--- src/swv_pkg.sv ---
// ----------------------------------------------------------------------------
// swv_pkg: shared types and constants for the sliding window variance block
// Holds the fixed field widths, the statistic selector and status codes, and
// the controller state type.
// ----------------------------------------------------------------------------
`default_nettype none

package swv_pkg;

	localparam int SUM_BITS       = 64;                // squared deviation sum
	localparam int STAT_BITS      = 48;                // statistic output field
	localparam int MEAN_OUT_BITS  = 32;                // mean_value output field
	localparam int COUNT_OUT_BITS = 16;                // sample_count output field
	localparam int SAMPLE_IN_BITS = 32;                // sample input field
	localparam int CI_NUM         = 2401;              // 1.96 squared is 2401/625
	localparam int CI_DEN         = 625;
	localparam int DIV_N_BITS     = SUM_BITS + 12;     // room for the sum times 2401
	localparam int SQRT_BITS      = DIV_N_BITS / 2;

	typedef enum logic [2:0] {
		SEL_SVAR = 3'd0,
		SEL_PVAR = 3'd1,
		SEL_SSTD = 3'd2,
		SEL_PSTD = 3'd3,
		SEL_SERR = 3'd4,
		SEL_CI   = 3'd5
	} sel_t;

	typedef enum logic [1:0] {
		STS_OK    = 2'd0,
		STS_EMPTY = 2'd1,
		STS_FULL  = 2'd2,
		STS_UNDER = 2'd3
	} status_t;

	typedef enum logic [3:0] {
		S_IDLE,
		S_MSTART,
		S_MDIV,
		S_MNEW,
		S_MULS,
		S_MUL,
		S_SUPD,
		S_STAT,
		S_PREP,
		S_SDIV,
		S_SQRT,
		S_FIN
	} state_t;

endpackage

`default_nettype wire

--- src/sliding_window_variance.sv ---
// ----------------------------------------------------------------------------
// sliding_window_variance: running mean and variance with sample removal
// Welford update for adding and removing samples, followed by the selected
// statistic computed with a serial divider and, for the roots, a serial square root.
// ----------------------------------------------------------------------------
//
//  channel   dir  signals                        meaning
//  s_*       in   s_tvalid s_tready s_tdata      sample; s_tuser = op, present
//  m_*       out  m_tvalid m_tready m_tdata      mean, statistic, count
//                                 m_tuser        status
//  cfg_*     in   cfg_we cfg_wdata               statistic selector
//
// An update runs the serial divider for the mean step and then the serial
// multiplier for the deviation product. The statistic then runs the same
// divider for a variance, and the square root unit after it for a root.
// Reset clears the window and the selector; no clearing pass is needed.
// A new request is taken as soon as the result sits in the output register,
// and a stalled output holds the controller only when a second result is ready.
// ----------------------------------------------------------------------------
`default_nettype none

module sliding_window_variance import swv_pkg::*; #(
	parameter int SAMPLE_BITS = 32,
	parameter int FRAC_BITS   = 16,
	parameter int COUNT_BITS  = 16
) (
	input  wire logic        clk,
	input  wire logic        arst_n,
	input  wire logic        s_tvalid,
	output logic             s_tready,
	input  wire logic [31:0] s_tdata,   // sample
	input  wire logic [1:0]  s_tuser,   // op, sample_present
	output logic             m_tvalid,
	input  wire logic        m_tready,
	output logic [95:0]      m_tdata,   // mean_value, statistic, sample_count
	output logic [1:0]       m_tuser,   // status
	input  wire logic        cfg_we,
	input  wire logic [2:0]  cfg_wdata  // stat_select
);

	localparam int G         = (SAMPLE_BITS > 46) ? 62 - SAMPLE_BITS : 16;
	localparam int MEAN_BITS = SAMPLE_BITS + G;
	localparam int MW        = MEAN_BITS + 1;
	localparam int AW        = ((MW > COUNT_BITS) ? MW : COUNT_BITS) + 1;
	localparam int NW        = ((MEAN_BITS > AW) ? MEAN_BITS : AW) + 2;
	localparam int DD_A      = COUNT_BITS + FRAC_BITS;
	localparam int DD_B      = 2 * COUNT_BITS + 10;
	localparam int DD_W      = (DD_A > DD_B) ? DD_A : DD_B;
	localparam int PW        = 2 * MW + 1;
	localparam int TW        = PW - 2 * G;
	localparam int EW        = (TW > SUM_BITS) ? TW : SUM_BITS + 1;
	localparam int OB        = (SAMPLE_BITS > MEAN_OUT_BITS) ? MEAN_OUT_BITS : SAMPLE_BITS;
	localparam logic [PW-1:0]        RHALF = PW'(1) << (2 * G - 1);
	localparam logic [MEAN_BITS:0]   MHALF = (MEAN_BITS+1)'(1) << (G - 1);

	state_t state_q, state_d;
	sel_t   sel_q;

	logic [COUNT_BITS-1:0]       count_q;
	logic signed [MEAN_BITS-1:0] mean_q;
	logic [SUM_BITS-1:0]         ssum_q;

	logic                        op_q;
	logic signed [MEAN_BITS-1:0] xs_q;
	logic signed [MW-1:0]        delta_q;
	status_t                     status_q;
	logic                        neg_q;
	logic [SUM_BITS-1:0]         term_q;
	logic [2*COUNT_BITS-1:0]     nn1_q;
	logic [DD_W-1:0]             dsr_q;
	logic [STAT_BITS-1:0]        stat_q;

	logic                        out_valid_q;
	logic [MEAN_OUT_BITS-1:0]    mean_out_q;
	logic [STAT_BITS-1:0]        stat_out_q;
	logic [COUNT_OUT_BITS-1:0]   cnt_out_q;
	status_t                     status_out_q;

	logic div_start, mul_start, sqrt_start, out_load;
	logic div_done, mul_done, sqrt_done;
	logic [DIV_N_BITS-1:0] div_quo;
	logic [DD_W-1:0]       div_rem;
	logic [2*MW-1:0]       mul_prod;
	logic [SQRT_BITS-1:0]  sqrt_root;

	logic                        acc;
	logic                        op_in, present_in;
	logic [SAMPLE_BITS-1:0]      raw_c;
	logic signed [MEAN_BITS-1:0] xs_c;
	logic signed [MW-1:0]        delta_c;
	logic                        full_c;
	logic                        go_mean;

	assign op_in      = s_tuser[0];
	assign present_in = s_tuser[1];
	assign raw_c      = SAMPLE_BITS'(s_tdata[SAMPLE_IN_BITS-1:0]);
	assign xs_c       = {raw_c, {G{1'b0}}};
	assign delta_c    = MW'(xs_c) - MW'(mean_q);
	assign full_c     = &count_q;
	assign s_tready   = (state_q == S_IDLE);
	assign acc        = s_tvalid && s_tready;
	assign go_mean    = present_in && (op_in ? (count_q > COUNT_BITS'(1))
	                                         : (!full_c && count_q != '0));

	// Mean step: round |delta| / n half away from zero.
	logic [MW-1:0]         dmag_c;
	logic [AW-1:0]         mdiv_c;
	logic [AW-1:0]         mq_c;
	logic signed [NW-1:0]  qs_c, newm_w;
	logic                  flip_c, movf_c;
	logic signed [MEAN_BITS-1:0] newm_c;

	assign dmag_c = delta_q[MW-1] ? MW'(-delta_q) : delta_q;
	assign mdiv_c = AW'(dmag_c) + AW'(count_q >> 1);
	assign mq_c   = div_quo[AW-1:0];
	assign qs_c   = signed'(NW'(mq_c));
	assign flip_c = delta_q[MW-1] ^ op_q;
	assign newm_w = NW'(mean_q) + (flip_c ? -qs_c : qs_c);
	assign movf_c = !(&newm_w[NW-1:MEAN_BITS-1] || ~|newm_w[NW-1:MEAN_BITS-1]);
	assign newm_c = movf_c ? (newm_w[NW-1] ? {1'b1, {(MEAN_BITS-1){1'b0}}}
	                                        : {1'b0, {(MEAN_BITS-1){1'b1}}})
	                       : newm_w[MEAN_BITS-1:0];

	// Deviation product operands, taken after the mean has moved.
	logic signed [MW-1:0] bdiff_c;
	logic [MW-1:0]        bmag_c;
	logic [PW-1:0]        prnd_c;
	logic [EW-1:0]        psh_c;
	logic [SUM_BITS-1:0]  term_c;

	assign bdiff_c = MW'(xs_q) - MW'(mean_q);
	assign bmag_c  = bdiff_c[MW-1] ? MW'(-bdiff_c) : bdiff_c;
	assign prnd_c  = PW'(mul_prod) + RHALF;
	assign psh_c   = EW'(prnd_c >> (2 * G));
	assign term_c  = (|psh_c[EW-1:SUM_BITS]) ? '1 : psh_c[SUM_BITS-1:0];

	logic [SUM_BITS:0] sadd_c;
	logic              sub_c;
	assign sadd_c = (SUM_BITS+1)'(ssum_q) + (SUM_BITS+1)'(term_q);
	assign sub_c  = neg_q ^ op_q;

	// Statistic operands.
	logic [COUNT_BITS-1:0] nm1_c;
	logic                  by_sample_c, stat_zero_c, is_var_c;
	logic [DD_W-1:0]       sdsr_c;
	logic [DIV_N_BITS-1:0] sdvd_c;

	assign nm1_c       = count_q - COUNT_BITS'(1);
	assign by_sample_c = (sel_q == SEL_SVAR) || (sel_q == SEL_SSTD) ||
	                     (sel_q == SEL_SERR) || (sel_q == SEL_CI);
	assign is_var_c    = (sel_q == SEL_SVAR) || (sel_q == SEL_PVAR);

	always_comb begin
		stat_zero_c = (count_q == '0) || (by_sample_c && count_q == COUNT_BITS'(1));
		sdvd_c      = DIV_N_BITS'(ssum_q);
		sdsr_c      = DD_W'(count_q);
		case (sel_q)
			SEL_SVAR: sdsr_c = DD_W'(nm1_c) << FRAC_BITS;
			SEL_PVAR: sdsr_c = DD_W'(count_q) << FRAC_BITS;
			SEL_SSTD: sdsr_c = DD_W'(nm1_c);
			SEL_PSTD: sdsr_c = DD_W'(count_q);
			SEL_SERR: sdsr_c = DD_W'(nn1_q);
			SEL_CI: begin
				sdsr_c = DD_W'(nn1_q) * DD_W'(CI_DEN);
				sdvd_c = DIV_N_BITS'(ssum_q) * DIV_N_BITS'(CI_NUM);
			end
			default: stat_zero_c = 1'b1;
		endcase
	end

	logic [DIV_N_BITS:0]  vq_c;
	logic [STAT_BITS-1:0] vsat_c;
	assign vq_c   = (DIV_N_BITS+1)'(div_quo) +
	                (DIV_N_BITS+1)'({div_rem, 1'b0} >= {1'b0, dsr_q});
	assign vsat_c = (|vq_c[DIV_N_BITS:STAT_BITS]) ? '1 : vq_c[STAT_BITS-1:0];

	// Output mean: round to the sample scale, then clamp to the output range.
	logic signed [MEAN_BITS:0]     mr_c;
	logic signed [SAMPLE_BITS:0]   ms_c;
	logic signed [OB-1:0]          mcl_c;
	logic [MEAN_OUT_BITS-1:0]      mv_c;
	logic [COUNT_OUT_BITS-1:0]     cnt_out_c;
	status_t                       sts_c;

	assign mr_c  = (MEAN_BITS+1)'(mean_q) + signed'(MHALF);
	assign ms_c  = mr_c[MEAN_BITS:G];
	assign mcl_c = (&ms_c[SAMPLE_BITS:OB-1] || ~|ms_c[SAMPLE_BITS:OB-1]) ? ms_c[OB-1:0]
	             : (ms_c[SAMPLE_BITS] ? {1'b1, {(OB-1){1'b0}}} : {1'b0, {(OB-1){1'b1}}});
	assign mv_c  = (count_q == '0) ? '0 : MEAN_OUT_BITS'(mcl_c);
	assign cnt_out_c = ((COUNT_BITS > COUNT_OUT_BITS) && ((count_q >> COUNT_OUT_BITS) != '0))
	                 ? '1 : COUNT_OUT_BITS'(count_q);
	assign sts_c = (status_q == STS_OK && count_q == '0) ? STS_EMPTY : status_q;

	logic [DIV_N_BITS-1:0] div_dvd;
	logic [DD_W-1:0]       div_dsr;
	assign div_dvd = (state_q == S_MSTART) ? DIV_N_BITS'(mdiv_c) : sdvd_c;
	assign div_dsr = (state_q == S_MSTART) ? DD_W'(count_q) : sdsr_c;

	swv_div #(.N_W(DIV_N_BITS), .D_W(DD_W)) u_div (
		.clk      (clk),
		.arst_n   (arst_n),
		.start    (div_start),
		.dividend (div_dvd),
		.divisor  (div_dsr),
		.done     (div_done),
		.quotient (div_quo),
		.remainder(div_rem)
	);

	swv_mul #(.W(MW)) u_mul (
		.clk    (clk),
		.arst_n (arst_n),
		.start  (mul_start),
		.a      (dmag_c),
		.b      (bmag_c),
		.done   (mul_done),
		.product(mul_prod)
	);

	swv_sqrt #(.R_W(SQRT_BITS)) u_sqrt (
		.clk     (clk),
		.arst_n  (arst_n),
		.start   (sqrt_start),
		.radicand(div_quo),
		.done    (sqrt_done),
		.root    (sqrt_root)
	);

	always_ff @(posedge clk or negedge arst_n) begin
		if (!arst_n) begin
			state_q <= S_IDLE;
		end else begin
			state_q <= state_d;
		end
	end

	always_comb begin
		state_d    = state_q;
		div_start  = 1'b0;
		mul_start  = 1'b0;
		sqrt_start = 1'b0;
		out_load   = 1'b0;
		case (state_q)
			S_IDLE: begin
				if (s_tvalid) begin
					state_d = go_mean ? S_MSTART : S_STAT;
				end
			end
			S_MSTART: begin
				div_start = 1'b1;
				state_d   = S_MDIV;
			end
			S_MDIV: begin
				if (div_done) begin
					state_d = S_MNEW;
				end
			end
			S_MNEW: state_d = S_MULS;
			S_MULS: begin
				mul_start = 1'b1;
				state_d   = S_MUL;
			end
			S_MUL: begin
				if (mul_done) begin
					state_d = S_SUPD;
				end
			end
			S_SUPD: state_d = S_STAT;
			S_STAT: state_d = stat_zero_c ? S_FIN : S_PREP;
			S_PREP: begin
				div_start = 1'b1;
				state_d   = S_SDIV;
			end
			S_SDIV: begin
				if (div_done) begin
					if (is_var_c) begin
						state_d = S_FIN;
					end else begin
						sqrt_start = 1'b1;
						state_d    = S_SQRT;
					end
				end
			end
			S_SQRT: begin
				if (sqrt_done) begin
					state_d = S_FIN;
				end
			end
			S_FIN: begin
				if (!out_valid_q || m_tready) begin
					out_load = 1'b1;
					state_d  = S_IDLE;
				end
			end
			default: state_d = S_IDLE;
		endcase
	end

	// Window state and selector.
	always_ff @(posedge clk or negedge arst_n) begin
		if (!arst_n) begin
			count_q     <= '0;
			mean_q      <= '0;
			ssum_q      <= '0;
			sel_q       <= SEL_SVAR;
			out_valid_q <= 1'b0;
		end else begin
			if (cfg_we) begin
				sel_q <= sel_t'(cfg_wdata);
			end
			if (out_load) begin
				out_valid_q <= 1'b1;
			end else if (m_tready) begin
				out_valid_q <= 1'b0;
			end
			if (acc && present_in) begin
				if (!op_in) begin
					if (count_q == '0) begin
						count_q <= COUNT_BITS'(1);
						mean_q  <= xs_c;
						ssum_q  <= '0;
					end else if (!full_c) begin
						count_q <= count_q + COUNT_BITS'(1);
					end
				end else if (count_q == COUNT_BITS'(1)) begin
					count_q <= '0;
					mean_q  <= '0;
					ssum_q  <= '0;
				end else if (count_q != '0) begin
					count_q <= nm1_c;
				end
			end
			if (state_q == S_MNEW) begin
				mean_q <= newm_c;
			end
			if (state_q == S_SUPD) begin
				if (sub_c) begin
					ssum_q <= (ssum_q > term_q) ? ssum_q - term_q : '0;
				end else begin
					ssum_q <= sadd_c[SUM_BITS] ? '1 : sadd_c[SUM_BITS-1:0];
				end
			end
		end
	end

	always_ff @(posedge clk) begin
		if (acc) begin
			op_q    <= op_in;
			xs_q    <= xs_c;
			delta_q <= delta_c;
			if (!present_in) begin
				status_q <= STS_OK;
			end else if (!op_in) begin
				status_q <= full_c ? STS_FULL : STS_OK;
			end else begin
				status_q <= (count_q == '0) ? STS_UNDER : STS_OK;
			end
		end
		if (state_q == S_MULS) begin
			neg_q <= (delta_q[MW-1] != bdiff_c[MW-1]) && (delta_q != '0) && (bdiff_c != '0);
		end
		if (state_q == S_MUL && mul_done) begin
			term_q <= term_c;
		end
		if (state_q == S_STAT) begin
			nn1_q  <= (2*COUNT_BITS)'(count_q) * (2*COUNT_BITS)'(nm1_c);
			stat_q <= '0;
		end
		if (state_q == S_PREP) begin
			dsr_q <= sdsr_c;
		end
		if (state_q == S_SDIV && div_done && is_var_c) begin
			stat_q <= vsat_c;
		end
		if (state_q == S_SQRT && sqrt_done) begin
			stat_q <= STAT_BITS'(sqrt_root);
		end
		if (out_load) begin
			mean_out_q   <= mv_c;
			stat_out_q   <= stat_q;
			cnt_out_q    <= cnt_out_c;
			status_out_q <= sts_c;
		end
	end

	assign m_tvalid = out_valid_q;
	assign m_tdata  = {cnt_out_q, stat_out_q, mean_out_q};
	assign m_tuser  = status_out_q;

`ifndef ASSERT_OFF
	a_empty_clean: assert property (@(posedge clk) disable iff (!arst_n)
		(state_q == S_IDLE && count_q == '0) |-> (mean_q == '0 && ssum_q == '0))
		else $error("empty window holds a nonzero mean or sum");

	a_div_done_state: assert property (@(posedge clk) disable iff (!arst_n)
		div_done |-> (state_q == S_MDIV || state_q == S_SDIV))
		else $error("divider finished outside a divide state");

	a_sqrt_done_state: assert property (@(posedge clk) disable iff (!arst_n)
		sqrt_done |-> (state_q == S_SQRT))
		else $error("square root finished outside its state");

	a_ok_needs_samples: assert property (@(posedge clk) disable iff (!arst_n)
		out_load |=> (status_out_q != STS_OK || cnt_out_q != '0))
		else $error("status ok reported with an empty window");
`endif

endmodule

`default_nettype wire

--- src/swv_div.sv ---
// ----------------------------------------------------------------------------
// swv_div: bit-serial restoring divider
// Produces one quotient bit per cycle; done pulses once the quotient and the
// remainder are final.
// ----------------------------------------------------------------------------
`default_nettype none

module swv_div import swv_pkg::*; #(
	parameter int N_W = 76,
	parameter int D_W = 58
) (
	input  wire logic           clk,
	input  wire logic           arst_n,
	input  wire logic           start,
	input  wire logic [N_W-1:0] dividend,
	input  wire logic [D_W-1:0] divisor,
	output logic                done,
	output logic [N_W-1:0]      quotient,
	output logic [D_W-1:0]      remainder
);

	localparam int CW = $clog2(N_W + 1);

	logic [CW-1:0]  cnt_q;
	logic           done_q;
	logic [N_W-1:0] quo_q;
	logic [D_W-1:0] rem_q;
	logic [D_W-1:0] dsr_q;
	logic [D_W:0]   trial;
	logic           ge;

	assign trial = {rem_q, quo_q[N_W-1]};
	assign ge    = trial >= {1'b0, dsr_q};

	always_ff @(posedge clk or negedge arst_n) begin
		if (!arst_n) begin
			cnt_q  <= '0;
			done_q <= 1'b0;
		end else begin
			done_q <= (cnt_q == CW'(1));
			if (start) begin
				cnt_q <= CW'(N_W);
			end else if (cnt_q != '0) begin
				cnt_q <= cnt_q - CW'(1);
			end
		end
	end

	always_ff @(posedge clk) begin
		if (start) begin
			quo_q <= dividend;
			rem_q <= '0;
			dsr_q <= divisor;
		end else if (cnt_q != '0) begin
			quo_q <= {quo_q[N_W-2:0], ge};
			rem_q <= ge ? D_W'(trial - {1'b0, dsr_q}) : D_W'(trial);
		end
	end

	assign done      = done_q;
	assign quotient  = quo_q;
	assign remainder = rem_q;

endmodule

`default_nettype wire

--- src/swv_mul.sv ---
// ----------------------------------------------------------------------------
// swv_mul: bit-serial shift-add multiplier
// Consumes one multiplier bit per cycle from the low end of the product
// register.
// ----------------------------------------------------------------------------
`default_nettype none

module swv_mul import swv_pkg::*; #(
	parameter int W = 49
) (
	input  wire logic         clk,
	input  wire logic         arst_n,
	input  wire logic         start,
	input  wire logic [W-1:0] a,
	input  wire logic [W-1:0] b,
	output logic              done,
	output logic [2*W-1:0]    product
);

	localparam int CW = $clog2(W + 1);

	logic [CW-1:0]  cnt_q;
	logic           done_q;
	logic [W-1:0]   a_q;
	logic [2*W-1:0] prod_q;
	logic [W:0]     psum;

	assign psum = (W+1)'(prod_q[2*W-1:W]) + (W+1)'(prod_q[0] ? a_q : '0);

	always_ff @(posedge clk or negedge arst_n) begin
		if (!arst_n) begin
			cnt_q  <= '0;
			done_q <= 1'b0;
		end else begin
			done_q <= (cnt_q == CW'(1));
			if (start) begin
				cnt_q <= CW'(W);
			end else if (cnt_q != '0) begin
				cnt_q <= cnt_q - CW'(1);
			end
		end
	end

	always_ff @(posedge clk) begin
		if (start) begin
			a_q    <= a;
			prod_q <= {{W{1'b0}}, b};
		end else if (cnt_q != '0) begin
			prod_q <= {psum, prod_q[W-1:1]};
		end
	end

	assign done    = done_q;
	assign product = prod_q;

endmodule

`default_nettype wire

--- src/swv_sqrt.sv ---
// ----------------------------------------------------------------------------
// swv_sqrt: digit-serial integer square root
// Takes two radicand bits and yields one root bit per cycle (floor root).
// ----------------------------------------------------------------------------
`default_nettype none

module swv_sqrt import swv_pkg::*; #(
	parameter int R_W = 38
) (
	input  wire logic             clk,
	input  wire logic             arst_n,
	input  wire logic             start,
	input  wire logic [2*R_W-1:0] radicand,
	output logic                  done,
	output logic [R_W-1:0]        root
);

	localparam int CW = $clog2(R_W + 1);

	logic [CW-1:0]    cnt_q;
	logic             done_q;
	logic [2*R_W-1:0] rad_q;
	logic [R_W:0]     rem_q;
	logic [R_W-1:0]   root_q;
	logic [R_W+2:0]   cur;
	logic [R_W+2:0]   trial;
	logic             ge;

	assign cur   = {rem_q, rad_q[2*R_W-1:2*R_W-2]};
	assign trial = {1'b0, root_q, 2'b01};
	assign ge    = cur >= trial;

	always_ff @(posedge clk or negedge arst_n) begin
		if (!arst_n) begin
			cnt_q  <= '0;
			done_q <= 1'b0;
		end else begin
			done_q <= (cnt_q == CW'(1));
			if (start) begin
				cnt_q <= CW'(R_W);
			end else if (cnt_q != '0) begin
				cnt_q <= cnt_q - CW'(1);
			end
		end
	end

	// The partial remainder never exceeds twice the partial root.
	always_ff @(posedge clk) begin
		if (start) begin
			rad_q  <= radicand;
			rem_q  <= '0;
			root_q <= '0;
		end else if (cnt_q != '0) begin
			rad_q  <= {rad_q[2*R_W-3:0], 2'b00};
			rem_q  <= ge ? (R_W+1)'(cur - trial) : (R_W+1)'(cur);
			root_q <= {root_q[R_W-2:0], ge};
		end
	end

	assign done = done_q;
	assign root = root_q;

endmodule

`default_nettype wire

--- config.mk ---
export PLATFORM = sky130hd
export DESIGN_NAME = sliding_window_variance
export DESIGN_NICKNAME = d
export VERILOG_FILES = /design/src/swv_pkg.sv /design/src/sliding_window_variance.sv /design/src/swv_div.sv /design/src/swv_mul.sv /design/src/swv_sqrt.sv
export SDC_FILE = /design/constraint.sdc
export NUM_CORES = 2
export LEC_CHECK = 0
export BUFFER_PORTS_ARGS = -buffer_cell sky130_fd_sc_hd__buf_2
export CAP_MARGIN = 20
export CORE_MARGIN = 2
export CORE_UTILIZATION = 35
export DETAILED_ROUTE_END_ITERATION = 12
export PLACE_DENSITY_LB_ADDON = 0.15
export SYNTH_ARGS = -nofsm -noshare
export SYNTH_HDL_FRONTEND = slang
export SYNTH_SLANG_ARGS = --single-unit
--- constraint.sdc ---
create_clock -name clk -period 12.1 [get_ports clk]
set_input_delay 1.815 -clock clk [delete_from_list [all_inputs] [get_ports clk]]
set_output_delay 1.815 -clock clk [all_outputs]
set_load 0.01 [all_outputs]
After elaboration in Yosys (flattened, before gate mapping)
Index checks and enable logic that the tools add are counted.
- register bits after elaboration: 987
- latch bits: 0
- bits in writable memories: 0
- memory bits (read-only): 0
- input bits: 42
- output and inout port bits: 100
- word-level logic and storage cells: 226
- memories: 0
- $add $sub $neg: 20
- multiply operators: 3
- divide/modulo/power cells: 0
- $lt $le $gt $ge: 5
- equal/unequal tests: 31
- shift operators: 0
- multiplexer cells: 72
- bitwise operators: 2
- reductions and logical operators: 57
- operators with widths (cell ; number):
    $mux 64 ; 8
    $mux 48 ; 10
    $mux 76 ; 6
    $mux 49 ; 5
    $pmux 42 s5 ; 1
    $add 98x32->99 const B ; 1
    $neg 49->49 ; 2
    $reduce_bool 49->1 ; 2
    $sub 48x48->49 ; 2
    $mux 16 ; 6
    $ge 43x42->1 ; 2
    $add 76x1->77 ; 1
    $mul 64x12->76 const B ; 1
    $add 64x64->65 ; 1
    $gt 64x64->1 ; 1
    $mux 32 ; 2
    $sub 64x64->64 ; 1
    $add 48x52->52 ; 1
    $mux 52 ; 1
    $neg 50->52 ; 1
    $add 49x15->50 ; 1
    $add 49x49->50 ; 1
    $add 48x17->49 const B ; 1
    $pmux 4 s12 ; 1
    other kinds (57) ; 131

Depth between registers and ports, before layout
- word-level depth: 9
- gate-level depth with buffers: 36
- mapped depth without buffers: 32

By module
A second synthesis with hierarchy kept.
- cell total of the unflattened synthesis: 11295
- area, all modules: 98857.3 um^2
- by module, submodules not included (module ; times used ; cells each ; area an instance (um^2) ; sequential area each (um^2)):
    sliding_window_variance ; 1 ; 8643 ; 72021.6 ; 14353.8
    swv_div ; 1 ; 875 ; 9281.4 ; 4584.4
    swv_sqrt ; 1 ; 958 ; 8943.6 ; 3998.8
    swv_mul ; 1 ; 819 ; 8610.8 ; 4098.9

Worst setup path after synthesis
No wires, ideal clock.
- kind: input port to flip-flop
- from: input port m_tready
- to: register cnt_out_q[0] (enable)
- setup time: 0.675 ns
- arrival: 8.497 ns
- data required time: 11.425 ns
- path slack: 2.928 ns
- stages: 2
- path buffers: 0
- path through: nor2b_1 nor3_1
- longest elaborated chain between the ends: 3
- ends and longest elaborated chain (element ; RTL line ; RTL):
    start: declaration ; sliding_window_variance.sv:34 ; input wire logic m_tready,
    $logic_or 1x1->1 ; sliding_window_variance.sv:290 ; if (!out_valid_q || m_tready) begin
    $mux 1 ; sliding_window_variance.sv:290 ;
    $mux 1 ; sliding_window_variance.sv:243 ; case (state_q)
    named net out_load ; sliding_window_variance.sv:79 ; logic div_start, mul_start, sqrt_start, out_load;
    end signal: assignment ; sliding_window_variance.sv:381 ; cnt_out_q <= cnt_out_c;
    end: declaration ; sliding_window_variance.sv:76 ; logic [COUNT_OUT_BITS-1:0] cnt_out_q;
The timed path passes the listed nets, and every way through them passes these cells.
A chain may end at the register's enable or synchronous reset.

Worst setup path after layout
- from: register count_q[1], in the netlist cnt_out_c[1]
- to: register nn1_q[31], data pin
- longest elaborated chain between the ends: 2
- ends and longest elaborated chain (element ; RTL line ; RTL):
    start: declaration ; sliding_window_variance.sv:59 ; logic [COUNT_BITS-1:0] count_q;
    start signal: assignment ; sliding_window_variance.sv:323 ; count_q <= count_q + COUNT_BITS'(1);
    start signal: assignment ; sliding_window_variance.sv:330 ; count_q <= nm1_c;
    $sub 16x1->16 ; sliding_window_variance.sv:148 ; assign nm1_c = count_q - COUNT_BITS'(1);
    $mul 16x16->32 * ; sliding_window_variance.sv:366 ; nn1_q <= (2*COUNT_BITS)'(count_q) * (2*COUNT_BITS)'(nm1_c);
    end signal: assignment ; sliding_window_variance.sv:366 ;
    end: declaration ; sliding_window_variance.sv:69 ; logic [2*COUNT_BITS-1:0] nn1_q;
Every way passes the cells marked *; elsewhere a longest branch is shown, timed or not.

==> results.py <==
metrics = {
    "placement": {
        "portBuffers": 141,
        "gp_congestion": 0.941,
        "dp_hpwl_mm": 269,
    },
    "cts": {
        "h-tree-depth": 3,
        "clock_latency_ns": 0.82,
        "cts-root-buf": "clkbuf_16",
        "max-clock-path-buffers": 3,
        "path_clk_slew_ns": 0.06,
        "cts_buffers": 119,
        "cts_setup_buffers": 0,
        "cts.sink_count": 986,
        "ctsResizeCount": 0,
        "cts_hold_buf": 0,
        "cts_tree": "yes",
    },
    "setup_path": {
        "critPathMaxFanout": 18,
        "worst_setup_path_start_kind": "flop",
        "setup.worst_path.end_class": "flop",
        "timing.rr.start": "cnt_out_c[1]$_DFFE_PN0P_",
        "cp_top_family": "adder cells",
        "cp_num_cells": 30,
        "worstSetupPathType": "reg2reg",
        "ff2ff_path_depth": 30,
        "cp_common_cell": "fa_1",
        "path_buf_inv": 5,
        "worstPathRequired_ns": 12.61,
        "worst_path_max_delay_cell": "dfrtp_1",
        "reg2reg_setup_slack_ns": 2.17,
        "r2r-end": "nn1_q[31]$_DFFE_PP_",
        "arrival_ns": 10.44,
        "cpPeakStageDelay_ns": 0.71,
    },
    "routing": {
        "drc": 0,
        "vias": 82800,
        "drtAntennaViolNets": 0,
        "dr.first_iter.drc_count": 7590,
        "firstDrtPassIters": 5,
        "drt-total-wl_mm": 346,
        "wl_per_cell_um": 23.5,
        "vias_per_cell": 5.61,
    },
    "worst_hold_path": {
        "hold_path_depth": 0,
        "min_to": "stat_out_q[33]$_DFFE_PP_",
        "min_from": "stat_q[33]$_DFFE_PP_",
        "hp-class": "reg2reg",
    },
    "final_layout": {
        "regArea_sq_mm": 0.0270,
        "multi_input_comb_area_sq_mm": 0.0624,
        "drive_gt1_share_pct": 5.77,
        "final_cell_mix": "inv_1 (1,270), nand2_1 (1,191), ha_1 (1,015), a21oi_1 (929), o21ai_0 (692)",
        "final_util_pct": 38.4,
        "fillCellCount": 28000,
        "layout_commonest_cell": "inv_1",
        "area_growth_pct": 9.25,
        "nets": 12600,
    },
    "logic_synthesis": {
        "yosys_warnings": 0,
        "yosysSeqAreaShare_pct": 28.2,
        "synth_area_per_cell_sq_um": 8.59,
        "synth_top_area_share_pct": 20.3,
        "synth-edff-count": 650,
        "ys_dominant_reg_cell": "edfxtp_1",
        "syn_area_sq_mm": 0.0960,
        "yosysTopAreaCell": "edfxtp_1",
        "ys_ff_latch": 986,
        "synth_cell_types": 106,
        "synth_nets": 12700,
        "synthArstFlopShare_pct": 16.0,
        "synth.area.top_cells": "edfxtp_1 (20%), ha_1 (13%), fa_1 (9.5%)",
        "postSynthCellCount": 11200,
    },
    "timing": {
        "finalHoldViolations": 0,
        "slew_viol_final": 0,
        "relSlewSlack_pct": 21.6,
        "finalSetupViolations": 0,
        "worst_slew_pin_slew_ns": 1.17,
        "min_period_ns": 9.93,
        "finalSetupTns_ns": 0,
        "rsz0062_at_grt": "false",
        "fmax_mhz": 101,
        "hold_ws_ns": 0.416,
        "fin_crit_sh_pct": 82.0,
        "fin_skew_ns": 0.0803,
    },
    "run_status": {
        "status": "finished, final reports clean",
    },
    "flow_run": {
        "drv_cap": 0,
    },
    "die": {
        "die_h_um": 528,
        "die-area_sq_mm": 0.279,
        "io-pin-count": 142,
        "dieWidth_um": 528,
        "rows": 192,
        "coreArea_sq_mm": 0.273,
        "start_util_pct": 35.1,
    },
    "global_routing": {
        "grt_pass1_vias": 80600,
        "grt_start_max_net_pins": 108,
        "grt.total_usage_pct": 24.4,
        "grt_pass1_wl_mm": 524,
        "antenna_found_initial": 21,
        "grt-ovfl-total": 0,
    },
}
==> Yosys cell counts (64+ instances only) <==
library cell     n
inv_1         1271
nand2_1       1197
ha_1          1015
a21oi_1        930
o21ai_0        694
edfxtp_1       650
nor2_1         630
clkbuf_1       499
fa_1           457
xnor2_1        442
a21o_1         302
xor2_1         267
nand3_1        244
nand2b_1       226
dfxtp_1        178
nor3_1         168
dfrtp_1        158
nand4_1        143
nor2b_1        138
and2_1         125
a211oi_1        99
and3_1          97
a31oi_1         90
o211ai_1        87
o21bai_1        86
o21a_1          76
o31ai_1         76
or3_1           64
==> routing by layer <==
| layer | GRT usage [%] | wire (um) | vias to the layer above |
|---|---|---|---|
| met5 | 0 | 11 | - |
| met4 | 7.13 | 10300 | 2 |
| met3 | 2.13 | 18800 | 423 |
| met2 | 37.8 | 152000 | 2538 |
| met1 | 36.0 | 166000 | 41100 |
| li1 | - | - | 38700 |
==> stage by stage <==
step                instance area (sq um)  cells  setup WS, ns
global placement                   101000  14500          2.36
floorplan                           96000  11200          2.93
global route                       105000  14800          1.60
finish                             105000  14800          2.17
detailed placement                 101000  14500          2.24
CTS                                105000  14700          2.19
==> kinds of logic after synthesis <==
group	after synthesis	share of synthesized area [%]
AND/OR/NAND/NOR	3263	16.3
AO/OA/AOI/OAI	2881	18.7
adder cells (fa/ha/maj)	1472	22.7
buffers and inverters	1820	7.14
flip-flops	986	28.2
multiplexers	44	0.504
XOR/XNOR	710	6.48
==> sequential cells by signal, indices dropped and copies added (netlist names), 48 cells and up <==
name	flops
mean_q	48
u_mul.a_q	49
stat_q	48
term_q	64
u_div.quotient	76
u_mul.product	98
stat_out_q	48
delta_q	49
ssum_q	64
u_sqrt.rad_q	76
==> worst max-delay path by stage <==
stage	startpoint	to	slack, ns
2_1_floorplan	m_tready	cnt_out_q[0]$_DFFE_PP_	2.93
3_3_place_gp	cnt_out_c[1]$_DFFE_PN0P_	nn1_q[30]$_DFFE_PP_	2.36
3_5_place_dp	cnt_out_c[1]$_DFFE_PN0P_	nn1_q[31]$_DFFE_PP_	2.24
4_1_cts	cnt_out_c[1]$_DFFE_PN0P_	nn1_q[31]$_DFFE_PP_	2.19
5_1_grt	cnt_out_c[1]$_DFFE_PN0P_	nn1_q[30]$_DFFE_PP_	1.60
6_report	cnt_out_c[1]$_DFFE_PN0P_	nn1_q[31]$_DFFE_PP_	2.17
==> layout make-up <==
cell class | instances | area share (%)
multi-input cells | 8370 | 59.5
flip-flops and latches | 986 | 25.8
inverters | 1276 | 4.57
well taps | 3589 | 4.28
clock buffers | 144 | 2.99
repair buffers | 302 | 1.86
clock inverters | 82 | 1.05
diodes | 9 | 0.0215
Power is left out: the tool's default activity adds up to more than one toggle a clock period on the data nets, which glitch-free logic cannot reach.
